**src/sv/cfc_pkg.sv**
```systemverilog
// ----------------------------------------------------------------------------
// cfc_pkg
// Shared types, constants and a helper function of the control frame composer.
// ----------------------------------------------------------------------------
package cfc_pkg;

	// Largest payload a frame may carry; the configured count saturates here.
	localparam int unsigned MAX_PAYLOAD = 1024;
	localparam int unsigned LEN_W       = 11;
	localparam int unsigned CFG_DATA_W  = 32;
	localparam int unsigned CFG_IDX_W   = 3;
	localparam int unsigned STEP_W      = 4;

	localparam logic [7:0] MARK_D     = 8'h44;
	localparam logic [7:0] MARK_S     = 8'h53;
	localparam logic [15:0] FRAME_OVH = 16'd12;
	localparam logic [7:0] MSG_MASK   = 8'he0;
	localparam logic [7:0] DATA_MASK  = 8'h1c;
	localparam logic [7:0] MACH_MASK  = 8'h03;

	// Position of the last header byte and of a checksum that follows it directly.
	localparam logic [STEP_W-1:0] HDR_LAST  = 4'd10;
	localparam logic [STEP_W-1:0] CSUM_STEP = 4'd11;

	// Request codes on the input channel.
	localparam logic REQ_START = 1'b0;
	localparam logic REQ_DATA  = 1'b1;

	typedef enum logic [CFG_IDX_W-1:0] {
		CFG_MSG_CODE     = 3'd0,
		CFG_DATA_CODE    = 3'd1,
		CFG_MACHINE_CODE = 3'd2,
		CFG_PAYLOAD_LEN  = 3'd3,
		CFG_DEST_ADDR    = 3'd4
	} cfg_idx_t;

	// Header fields prepared from the configuration registers.
	typedef struct packed {
		logic [7:0]       info;
		logic [15:0]      total;
		logic [31:0]      dest;
		logic [LEN_W-1:0] cnt;
	} hdr_t;

	// One result byte headed for the output register.
	typedef struct packed {
		logic [7:0] data;
		logic       last;
	} res_t;

	function automatic logic [7:0] hdr_byte(logic [STEP_W-1:0] step, hdr_t h);
		logic [7:0] b;
		unique case (step)
			4'd0, 4'd2: b = MARK_D;
			4'd1, 4'd3: b = MARK_S;
			4'd4:       b = h.info;
			4'd5:       b = h.total[15:8];
			4'd6:       b = h.total[7:0];
			4'd7:       b = h.dest[7:0];
			4'd8:       b = h.dest[15:8];
			4'd9:       b = h.dest[23:16];
			4'd10:      b = h.dest[31:24];
			default:    b = 8'h00;
		endcase
		return b;
	endfunction

endpackage

```
**src/sv/cfc_in_if.sv**
```systemverilog
// ----------------------------------------------------------------------------
// cfc_in_if
// Request channel: start requests and payload bytes with valid/ready.
// ----------------------------------------------------------------------------
interface cfc_in_if;
	logic       valid;
	logic       ready;
	logic       req_type;
	logic [7:0] payload_byte;

	modport source (output valid, output req_type, output payload_byte, input ready);
	modport sink (input valid, input req_type, input payload_byte, output ready);
endinterface

```
**src/sv/cfc_out_if.sv**
```systemverilog
// ----------------------------------------------------------------------------
// cfc_out_if
// Frame byte channel: one composed byte per transaction with valid/ready.
// ----------------------------------------------------------------------------
interface cfc_out_if;
	logic       valid;
	logic       ready;
	logic [7:0] out_byte;
	logic       frame_end;

	modport source (output valid, output out_byte, output frame_end, input ready);
	modport sink (input valid, input out_byte, input frame_end, output ready);
endinterface

```
**src/sv/cfc_cfg.sv**
```systemverilog
// ----------------------------------------------------------------------------
// cfc_cfg
// Configuration registers and the header fields derived from them.
// ----------------------------------------------------------------------------
module cfc_cfg (
	input  logic                             clk,
	input  logic                             arst_n,
	input  logic                             cfg_we,
	input  logic [cfc_pkg::CFG_IDX_W-1:0]    cfg_idx,
	input  logic [cfc_pkg::CFG_DATA_W-1:0]   cfg_wdata,
	output cfc_pkg::hdr_t                    hdr
);

	logic [3:0]                  msg_code_q;
	logic [2:0]                  data_code_q;
	logic [1:0]                  machine_code_q;
	logic [cfc_pkg::LEN_W-1:0]   payload_len_q;
	logic [31:0]                 dest_addr_q;
	logic [cfc_pkg::LEN_W-1:0]   cnt;

	always_ff @(posedge clk or negedge arst_n) begin
		if (!arst_n) begin
			msg_code_q     <= '0;
			data_code_q    <= '0;
			machine_code_q <= '0;
			payload_len_q  <= '0;
			dest_addr_q    <= '0;
		end else if (cfg_we) begin
			unique case (cfc_pkg::cfg_idx_t'(cfg_idx))
				cfc_pkg::CFG_MSG_CODE:     msg_code_q     <= cfg_wdata[3:0];
				cfc_pkg::CFG_DATA_CODE:    data_code_q    <= cfg_wdata[2:0];
				cfc_pkg::CFG_MACHINE_CODE: machine_code_q <= cfg_wdata[1:0];
				cfc_pkg::CFG_PAYLOAD_LEN:  payload_len_q  <= cfg_wdata[cfc_pkg::LEN_W-1:0];
				cfc_pkg::CFG_DEST_ADDR:    dest_addr_q    <= cfg_wdata[31:0];
				default: ;
			endcase
		end
	end

	// Counts above the maximum saturate, both in the count and the length field.
	assign cnt = (payload_len_q > cfc_pkg::LEN_W'(cfc_pkg::MAX_PAYLOAD))
		? cfc_pkg::LEN_W'(cfc_pkg::MAX_PAYLOAD) : payload_len_q;

	always_comb begin
		hdr.info  = ({msg_code_q, 4'b0000} & cfc_pkg::MSG_MASK)
			| ({3'b000, data_code_q, 2'b00} & cfc_pkg::DATA_MASK)
			| ({6'b000000, machine_code_q} & cfc_pkg::MACH_MASK);
		hdr.total = 16'(cnt) + cfc_pkg::FRAME_OVH;
		hdr.dest  = dest_addr_q;
		hdr.cnt   = cnt;
	end

endmodule

```
**src/sv/cfc_seq.sv**
```systemverilog
// ----------------------------------------------------------------------------
// cfc_seq
// Input register and byte sequencer: turns each request into frame bytes,
// dropping payload bytes that arrive with no frame open.
module cfc_seq (
	input  logic           clk,
	input  logic           arst_n,
	cfc_in_if.sink         in_chan,
	input  cfc_pkg::hdr_t  hdr,
	input  logic           out_space,
	output logic           push,
	output cfc_pkg::res_t  res
);

	logic                         valid_s1;
	logic                         req_s1;
	logic [7:0]                   pb_s1;
	logic [cfc_pkg::STEP_W-1:0]   step_q;
	logic [cfc_pkg::STEP_W-1:0]   nstep;
	logic                         frame_open_q;
	logic [cfc_pkg::LEN_W-1:0]    left_q;
	logic [cfc_pkg::LEN_W-1:0]    left_dec;
	logic [7:0]                   sum_q;
	logic                         is_start;
	logic                         emit;
	logic                         done;
	logic                         adv;
	logic                         fin;

	assign is_start = (req_s1 == cfc_pkg::REQ_START);
	assign left_dec = (left_q != '0) ? left_q - cfc_pkg::LEN_W'(1) : left_q;

	always_comb begin
		emit     = 1'b0;
		res.data = 8'h00;
		res.last = 1'b0;
		done     = 1'b1;
		nstep    = '0;
		if (valid_s1) begin
			if (is_start) begin
				if (step_q <= cfc_pkg::HDR_LAST) begin
					emit     = 1'b1;
					res.data = cfc_pkg::hdr_byte(step_q, hdr);
					nstep    = step_q + cfc_pkg::STEP_W'(1);
					done     = (step_q == cfc_pkg::HDR_LAST) && (hdr.cnt != '0);
				end else begin
					emit     = 1'b1;
					res.data = sum_q;
					res.last = 1'b1;
				end
			end else if (step_q == '0) begin
				if (frame_open_q) begin
					emit     = 1'b1;
					res.data = pb_s1;
					nstep    = cfc_pkg::STEP_W'(1);
					done     = (left_dec != '0);
				end
			end else begin
				emit     = 1'b1;
				res.data = sum_q;
				res.last = 1'b1;
			end
		end
	end

	assign adv  = valid_s1 && (!emit || out_space);
	assign fin  = adv && done;
	assign push = adv && emit;
	assign in_chan.ready = !valid_s1 || fin;

	always_ff @(posedge clk or negedge arst_n) begin
		if (!arst_n) begin
			valid_s1 <= 1'b0;
		end else if (in_chan.valid && in_chan.ready) begin
			valid_s1 <= 1'b1;
		end else if (fin) begin
			valid_s1 <= 1'b0;
		end
	end

	always_ff @(posedge clk) begin
		if (in_chan.valid && in_chan.ready) begin
			req_s1 <= in_chan.req_type;
			pb_s1  <= in_chan.payload_byte;
		end
	end

	always_ff @(posedge clk or negedge arst_n) begin
		if (!arst_n) begin
			step_q       <= '0;
			frame_open_q <= 1'b0;
			left_q       <= '0;
			sum_q        <= '0;
		end else if (adv) begin
			step_q <= done ? '0 : nstep;
			if (emit && !res.last) begin
				sum_q <= (is_start && step_q == '0) ? res.data : sum_q + res.data;
			end
			if (is_start && step_q == cfc_pkg::HDR_LAST) begin
				frame_open_q <= 1'b1;
				left_q       <= hdr.cnt;
			end
			if (!is_start && step_q == '0 && frame_open_q) begin
				left_q <= left_dec;
			end
			if (emit && res.last) begin
				frame_open_q <= 1'b0;
				left_q       <= '0;
			end
		end
	end

	// A checksum byte always closes the frame.
	a_csum_closes: assert property (@(posedge clk) disable iff (!arst_n)
		(push && res.last) |=> !frame_open_q)
		else $error("frame still open after checksum");

	// The step counter only runs while a request is held.
	a_step_idle: assert property (@(posedge clk) disable iff (!arst_n)
		!valid_s1 |-> (step_q == '0))
		else $error("step counter moved without a request");

	// No step past the checksum that follows an empty frame's header.
	a_step_range: assert property (@(posedge clk) disable iff (!arst_n)
		step_q <= cfc_pkg::CSUM_STEP)
		else $error("step counter out of range");

	// Between requests, an open frame always expects at least one more payload
	// byte; only a pending checksum step may see an open frame with none left.
	a_open_left: assert property (@(posedge clk) disable iff (!arst_n)
		(frame_open_q && step_q == '0) |-> (left_q != '0))
		else $error("open frame with nothing left");

endmodule

```
**src/sv/cfc_out_reg.sv**
```systemverilog
// ----------------------------------------------------------------------------
// cfc_out_reg
// Output register that holds one frame byte until the sink takes it.
// ----------------------------------------------------------------------------
module cfc_out_reg (
	input  logic           clk,
	input  logic           arst_n,
	input  logic           push,
	input  cfc_pkg::res_t  res,
	output logic           out_space,
	cfc_out_if.source      out_chan
);

	logic          valid_q;
	cfc_pkg::res_t data_q;

	assign out_space = !valid_q || out_chan.ready;

	always_ff @(posedge clk or negedge arst_n) begin
		if (!arst_n) begin
			valid_q <= 1'b0;
		end else if (push) begin
			valid_q <= 1'b1;
		end else if (out_chan.ready) begin
			valid_q <= 1'b0;
		end
	end

	always_ff @(posedge clk) begin
		if (push) begin
			data_q <= res;
		end
	end

	assign out_chan.valid     = valid_q;
	assign out_chan.out_byte  = data_q.data;
	assign out_chan.frame_end = data_q.last;

endmodule

```
**src/sv/control_frame_composer_unit.sv**
```systemverilog
// ----------------------------------------------------------------------------
// control_frame_composer_unit
// Composes outgoing control frames as a byte stream.
// ----------------------------------------------------------------------------
// A start request (req_type 0) produces the eleven header bytes "DSDS", the
// info byte, the big-endian length (payload count plus 12) and the four
// destination address octets, low octet first. Payload bytes (req_type 1)
// pass through one per transaction, and after the configured count a
// mod-256 checksum of every earlier frame byte follows with frame_end set.
// A start with a count of zero emits the checksum right after the header.
// Payload bytes that arrive with no frame open are dropped without output.
// Rate: payload streams at one transaction per cycle while the sink keeps
// up; the last payload byte holds the input until the checksum that follows
// it is out too. A start request holds the input while the header bytes, and
// for an empty frame the checksum, are emitted; the sequencer produces one
// byte per cycle while the sink keeps up. The first byte of a request passes
// through the input register, then the output register, before it reaches
// the output. Configuration writes take effect at the next start request
// and should only be issued while the unit is idle.
// ----------------------------------------------------------------------------
module control_frame_composer_unit (
	input  logic                            clk,
	input  logic                            arst_n,
	input  logic                            cfg_we,
	input  logic [cfc_pkg::CFG_IDX_W-1:0]   cfg_idx,
	input  logic [cfc_pkg::CFG_DATA_W-1:0]  cfg_wdata,
	cfc_in_if.sink                          in_chan,
	cfc_out_if.source                       out_chan
);

	cfc_pkg::hdr_t hdr;
	cfc_pkg::res_t res;
	logic          push;
	logic          out_space;

	// Configuration registers and the prepared header fields.
	cfc_cfg u_cfg (
		.clk       (clk),
		.arst_n    (arst_n),
		.cfg_we    (cfg_we),
		.cfg_idx   (cfg_idx),
		.cfg_wdata (cfg_wdata),
		.hdr       (hdr)
	);

	// The sequencer walks one held request through its bytes and keeps the
	// frame state: whether a frame is open, the bytes left and the running sum.
	cfc_seq u_seq (
		.clk       (clk),
		.arst_n    (arst_n),
		.in_chan   (in_chan),
		.hdr       (hdr),
		.out_space (out_space),
		.push      (push),
		.res       (res)
	);

	// The output register decouples the sink; it reloads in the same cycle
	// that its current byte is taken.
	cfc_out_reg u_out (
		.clk       (clk),
		.arst_n    (arst_n),
		.push      (push),
		.res       (res),
		.out_space (out_space),
		.out_chan  (out_chan)
	);

endmodule
```
**src/flat_wrapper.sv**
```systemverilog
// flat-port wrapper written by rule: the top's interface ports become plain ports
module control_frame_composer_unit_flat 
  (clk, arst_n, cfg_we, cfg_idx, cfg_wdata, in_chan_valid, in_chan_req_type, in_chan_payload_byte, in_chan_ready, out_chan_valid, out_chan_out_byte, out_chan_frame_end, out_chan_ready);
  cfc_in_if in_chan_i ();
  cfc_out_if out_chan_i ();
  input  logic clk;
  input  logic arst_n;
  input  logic cfg_we;
  input  logic [cfc_pkg::CFG_IDX_W-1:0] cfg_idx;
  input  logic [cfc_pkg::CFG_DATA_W-1:0] cfg_wdata;
  input wire logic [$bits(in_chan_i.valid)-1:0] in_chan_valid;
  input wire logic [$bits(in_chan_i.req_type)-1:0] in_chan_req_type;
  input wire logic [$bits(in_chan_i.payload_byte)-1:0] in_chan_payload_byte;
  output wire logic [$bits(in_chan_i.ready)-1:0] in_chan_ready;
  output wire logic [$bits(out_chan_i.valid)-1:0] out_chan_valid;
  output wire logic [$bits(out_chan_i.out_byte)-1:0] out_chan_out_byte;
  output wire logic [$bits(out_chan_i.frame_end)-1:0] out_chan_frame_end;
  input wire logic [$bits(out_chan_i.ready)-1:0] out_chan_ready;
  assign in_chan_i.valid = in_chan_valid;
  assign in_chan_i.req_type = in_chan_req_type;
  assign in_chan_i.payload_byte = in_chan_payload_byte;
  assign in_chan_ready = in_chan_i.ready;
  assign out_chan_valid = out_chan_i.valid;
  assign out_chan_out_byte = out_chan_i.out_byte;
  assign out_chan_frame_end = out_chan_i.frame_end;
  assign out_chan_i.ready = out_chan_ready;
  control_frame_composer_unit u_core (.clk(clk), .arst_n(arst_n), .cfg_we(cfg_we), .cfg_idx(cfg_idx), .cfg_wdata(cfg_wdata), .in_chan(in_chan_i), .out_chan(out_chan_i));
endmodule
```
**config.mk**
```make
export PLATFORM = sky130hd
export DESIGN_NAME = control_frame_composer_unit_flat
export DESIGN_NICKNAME = d
export VERILOG_FILES = /design/src/sv/cfc_pkg.sv /design/src/sv/cfc_in_if.sv /design/src/sv/cfc_out_if.sv /design/src/sv/cfc_cfg.sv /design/src/sv/cfc_seq.sv /design/src/sv/cfc_out_reg.sv /design/src/sv/control_frame_composer_unit.sv /design/src/flat_wrapper.sv
export SDC_FILE = /design/constraint.sdc
export NUM_CORES = 1
export LEC_CHECK = 0
export ABC_AREA = 0
export BUFFER_PORTS_ARGS = -buffer_cell sky130_fd_sc_hd__buf_2
export CAP_MARGIN = 40
export CORE_UTILIZATION = 30
export DETAILED_ROUTE_END_ITERATION = 7
export PLACE_DENSITY_LB_ADDON = 0.1
export SYNTH_ARGS = -nofsm -noshare
export SYNTH_HDL_FRONTEND = slang
export SYNTH_SLANG_ARGS = --single-unit
```
**constraint.sdc**
```tcl
create_clock -name clk -period 5 [get_ports clk]
set_input_delay 0.25 -clock clk [delete_from_list [all_inputs] [get_ports clk]]
set_output_delay 0.25 -clock clk [all_outputs]
set_load 0.02 [all_outputs]
```
# --- Yosys cells after proc, flatten, opt, wreduce, memory -nomap -nowiden ---
# Index checks and enable logic that the tools add are counted.
# Widths: inputs -> output; s select.
word_totals:
  register_bits: 96
  inputBits: 49
  output_inout_bits: 11
  elab_cells: 110
op_classes:
  add_sub_neg: 4
  order_cmp: 2
  eq_ne: 14
  mux: 35
  bitwise: 3
  reduce_logical: 37
ops:
  columns: ["cell", "count"]
  rows:
  - ["$pmux 8 s9", 1]
  - ["$mux 11", 5]
  - ["$reduce_bool 11->1", 3]
  - ["$mux 8", 4]
  - ["$mux 1", 19]
  - ["$mux 9", 2]
  - ["$eq 4x3->1 const B", 4]
  - ["$mux 4", 4]
  - ["$reduce_and 2->1", 8]
  - ["$add 11x4->12 const B", 1]
  - ["$eq 4x4->1 const B", 3]
  - ["$gt 11x11->1 const B", 1]
  - ["$logic_and 1x1->1", 11]
  - ["$sub 11x1->11 const B", 1]
  - ["$add 8x8->8", 1]
  - ["$eq 4x2->1 const B", 2]
  - ["$or 8x2->8", 1]
  - ["$or 8x5->8", 1]
  - ["$eq 3x2->1 const B", 2]
  - ["$reduce_bool 2->1", 3]
  - ["$add 4x1->4 const B", 1]
  - ["$eq 4x1->1 const B", 1]
  - ["$le 4x4->1 const B", 1]
  - ["$logic_not 1->1", 4]
  - ["other kinds (8)", 11]

# --- Logic depth before layout (Yosys ltp) ---
depth:
  depth_word: 11
  mapped_depth: 18
  mapped_depth_nobuf: 17

# --- Hierarchy ---
# Synthesis repeated with hierarchy kept, for this count alone.
unflattened:
  hier_cells: 545
  hier_area_um2: 5637.9
modules_own_cells:
  columns: ["mod", "instances", "cells_each", "area_per_inst_um2", "seq_area_each_um2"]
  rows:
  - ["cfc_seq", 1, 377, 3083.0, 895.9]
  - ["cfc_cfg", 1, 156, 2237.1, 1276.2]
  - ["cfc_out_reg", 1, 12, 317.8, 295.3]

# --- Worst setup path before layout ---
# Ideal clock, no wire load.
synth_path:
  path_type: "register to register"
  from: "reg u_core.u_cfg.payload_len_q[10] in the netlist's numbering"
  to: "reg u_core.u_seq.sum_q[7]"
  setup_ns: 0.116
  arrival_time_ns: 3.431
  required_time_ns: 4.884
  path_slack_ns: 1.453
  path_stages_with_launch: 17
  n_path_buf: 1
  period_less_slack_ns: 3.547
  cell_sequence: "dfrtp_1 inv_1 clkbuf_1 nand2_1 ha_1 inv_1 a222oi_1 o22ai_1 a221o_1 and3_1 ha_1 nand3_1 o221ai_1 o41ai_1 nand3_1 mux2_2 o311ai_0"
synth_rtl:
  columns: ["item", "line", "text"]
  rows:
  - ["from (decl)", "cfc_cfg.sv:17", "logic [cfc_pkg::LEN_W-1:0] payload_len_q;"]
  - ["from (signal assigned)", "cfc_cfg.sv:33", "cfc_pkg::CFG_PAYLOAD_LEN: payload_len_q <= cfg_wdata[cfc_pkg::LEN_W-1:0];"]
  - ["to (signal assigned)", "cfc_seq.sv:97", "sum_q <= (is_start && step_q == '0) ? res.data : sum_q + res.data;"]
  - ["to (decl)", "cfc_seq.sv:23", "logic [7:0] sum_q;"]

==> flow_summary.toml <==
[placed_design]
place_hpwl_mm = 11.3
place_inst = 799
placed_cell_area_um2 = 5950
io_buffers = 59
place_ws_ps = 694
gp_congestion = 0.843

[yosys]
yosysUniqueCellTypes = 66
synth_top_family_by_area = "simple AND/OR/NAND/NOR gates"
synth_compound_area_share_pct = 16.6
synth_edf_count = 18
synthCells = 536
ys.flop_type = "dfrtp_1"
synth_seq_cells = 95
async_reset_ff_share_pct = 81.1
synth_area_um2 = 5390
synth_top_area_cell = "dfrtp_1"
yosysWarnings = 0
synth_area_leaders = "dfrtp_1, mux2_2, edfxtp_1, ha_1, nand2_1"
synthMuxAreaShare_pct = 11.6
yosys-top-cells-count = "dfrtp_1, mux2_2, nand2_1"
yosys.area_share.simple_pct = 17.5
synth_fa_ha_area_share_pct = 3.62
syn-num-nets = 600
syn_area_per_cell_um2 = 10.0
synth_xor_area_share_pct = 1.30
synth_most_common_cell = "dfrtp_1"
ys_seq_area_share_pct = 45.8
synth_top_area_share_pct = 35.8

[grt]
grt_pass1_wl_mm = 24.1
grt_pass1_vias = 4349
grt_remaining_overflow = 0
grt_antenna_before_repair = 0
grt.total_usage_pct = 17.3
grt_max_degree = 42

[setup_path]
path_max_fanout = 24
cp-end-kind = "flop"
start_kind = "flop"
required_ps = 5250
path_class = "flop to flop"
crit_arrival_ps = 4610

[drt]
drc = 0
dr_total_vias = 4443
drt_iter0_drc = 306
routed_wl_mm = 15.3
first_pass_iters = 6
route.detailed.wl_per_inst_um = 18.8
viasPerCell = 5.44
antenna_left = 0

[cts]
cts_buffers = 9
h-tree-depth = 3
cts_setup_buffers = 0
cts_buffer_depth = 2
clkSlewWorstSetupHoldPaths_ps = 80
cts_tree = "done"
clockRootBuffer = "clkbuf_16"
clock_sinks = 95
insertion_delay_ps = 360

[timing]
hold_violations = 0
setup_ws_ps = 638
setup_viol = 0
skew_ps = 11.1
tightest_slew_ps = 960
fin_crit_sh_pct = 87.2
maxSlewHeadroom_pct = 36.0
max_freq_mhz = 229
finalSetupTns_ps = 0
period_needed_ps = 4360
rsz0062_at_grt = "false"
slew_viol_final = 0

[pwr]
p_per_area_nw_per_um2 = 562
peakVddDrop_mv = 0.192
p_total_mw = 3.51
p_leak_nw = 2.59

[floorplan]
coreArea_um2 = 17400
die_y_um = 136
io_pins = 60
die_w_um = 136
initial_core_util_pct = 30.9
num_rows = 48
die-area_um2 = 18500

[final_layout]
layout-drive-gt1-share_pct = 24.7
diodes = 0
layout.nets = 650
instances_no_fill = 816
final_cell_area_um2 = 6250
synthToLayoutAreaGrowth_pct = 16.0

[run]
maxCapViolations = 0

[run_status]
status = "complete, no violations"

[hold_path]
hold_class = "primary input to flop"
[cells in the final DEF, fill, tap and decap left out, types with 3 or more instances in the layout]
cell type / n
a21oi_1: 28
a221oi_1: 3
a222oi_1: 8
a22oi_1: 9
a31oi_1: 8
and2_1: 3
and3_1: 6
buf_2: 58
buf_4: 7
clkbuf_16: 9
dfrtp_1: 77
edfxtp_1: 18
ha_1: 14
inv_1: 21
inv_6: 3
mux2_2: 53
mux2i_1: 3
nand2_1: 45
nand2b_1: 12
nand3_1: 31
nor2_1: 30
nor2b_1: 11
nor3_1: 15
o21ai_0: 27
o22ai_1: 8
o311ai_0: 3
o31ai_1: 8
or2_2: 5
or4_1: 5
xnor2_1: 4
xor2_1: 4
[logic make-up after synthesis]
logic type,after synthesis
fa+ha+maj,15
xor+xnor,8
compound gates,131
flops,95
mux,56
buf+inv,50
simple gates,181
[sequential cells by signal (all words and copies together), names as in the netlist, 2 cells and up]
signal,cells
u_core.u_cfg.data_code_q,3
u_core.u_cfg.dest_addr_q,32
u_core.u_cfg.machine_code_q,2
u_core.u_cfg.msg_code_q,3
u_core.u_cfg.payload_len_q,11
u_core.u_out.out_chan.out_byte,8
u_core.u_seq.left_q,11
u_core.u_seq.pb_s1,8
u_core.u_seq.step_q,4
u_core.u_seq.sum_q,8
[per-stage QoR]
stage	utilization [%]	hold WS, ps
final	35.9	61.3
after global routing	35.9	55.4
after CTS	35.9	52.9
after detailed placement	34.2	277
after global placement	33.8	428
after floorplan	-	-45.6
[worst paths after layout]
path                                              from                            end  slack (ps)  depth (start not counted)
min in group asynchronous                       arst_n  u_core.u_cfg.payload_len_q[5]         420                          2
setup / recovery                u_core.u_seq.step_q[1]          u_core.u_seq.sum_q[7]         640                         14
max in group asynchronous                       arst_n   u_core.u_cfg.dest_addr_q[10]        3980                          3
setup reg to reg                u_core.u_seq.step_q[1]          u_core.u_seq.sum_q[7]         640                         14
hold / removal                 in_chan_payload_byte[2]          u_core.u_seq.pb_s1[2]          60                          1
hold reg to reg            u_core.u_cfg.data_code_q[2]    u_core.u_cfg.data_code_q[2]         510                          1
[report_power, final]
part / switching (mW) / internal (mW) / leakage, nW
clock network: 0.333 / 0.348 / 0.143
logic: 0.920 / 0.635 / 1.33
registers: 0.249 / 1.03 / 1.11
total: 1.50 / 2.01 / 2.59
[critical path, cell delays in order, from the launching register on]
cell	delay (ps)
dfrtp_1	430
inv_1	110
ha_1	790
nor4_1	150
o22ai_1	250
nor2b_1	420
a221oi_1	170
nor2_1	180
ha_1	250
a21oi_1	210
o221ai_1	190
o41ai_1	560
nand3_1	160
mux2_2	290
o311ai_0	90
[final cells by class]
cell class	instances	area [um2]
clock buffer	9	225
inverter	21	78.8
fill	1779	11200
sequential	95	2470
timing repair buffer	68	400
tap	225	282
multi-input combinational	391	2730
clock inverter	7	60.1
[metal layers]
layer  up-vias  track usage, %  share of wire (%)
met1      2230            24.0                 48
met4         0            4.81               0.82
met3         9            3.02                3.6
met5         -               0                  0
met2        86            27.6                 47
li1       2118               -                  -
[repair_timing]
item / 4_1_cts / 5_1_grt
resized for setup: 0 / 0
hold endpoints to repair: 36 / 0
hold buffers: 1 / 0
(Power assumes the default switching activity.)
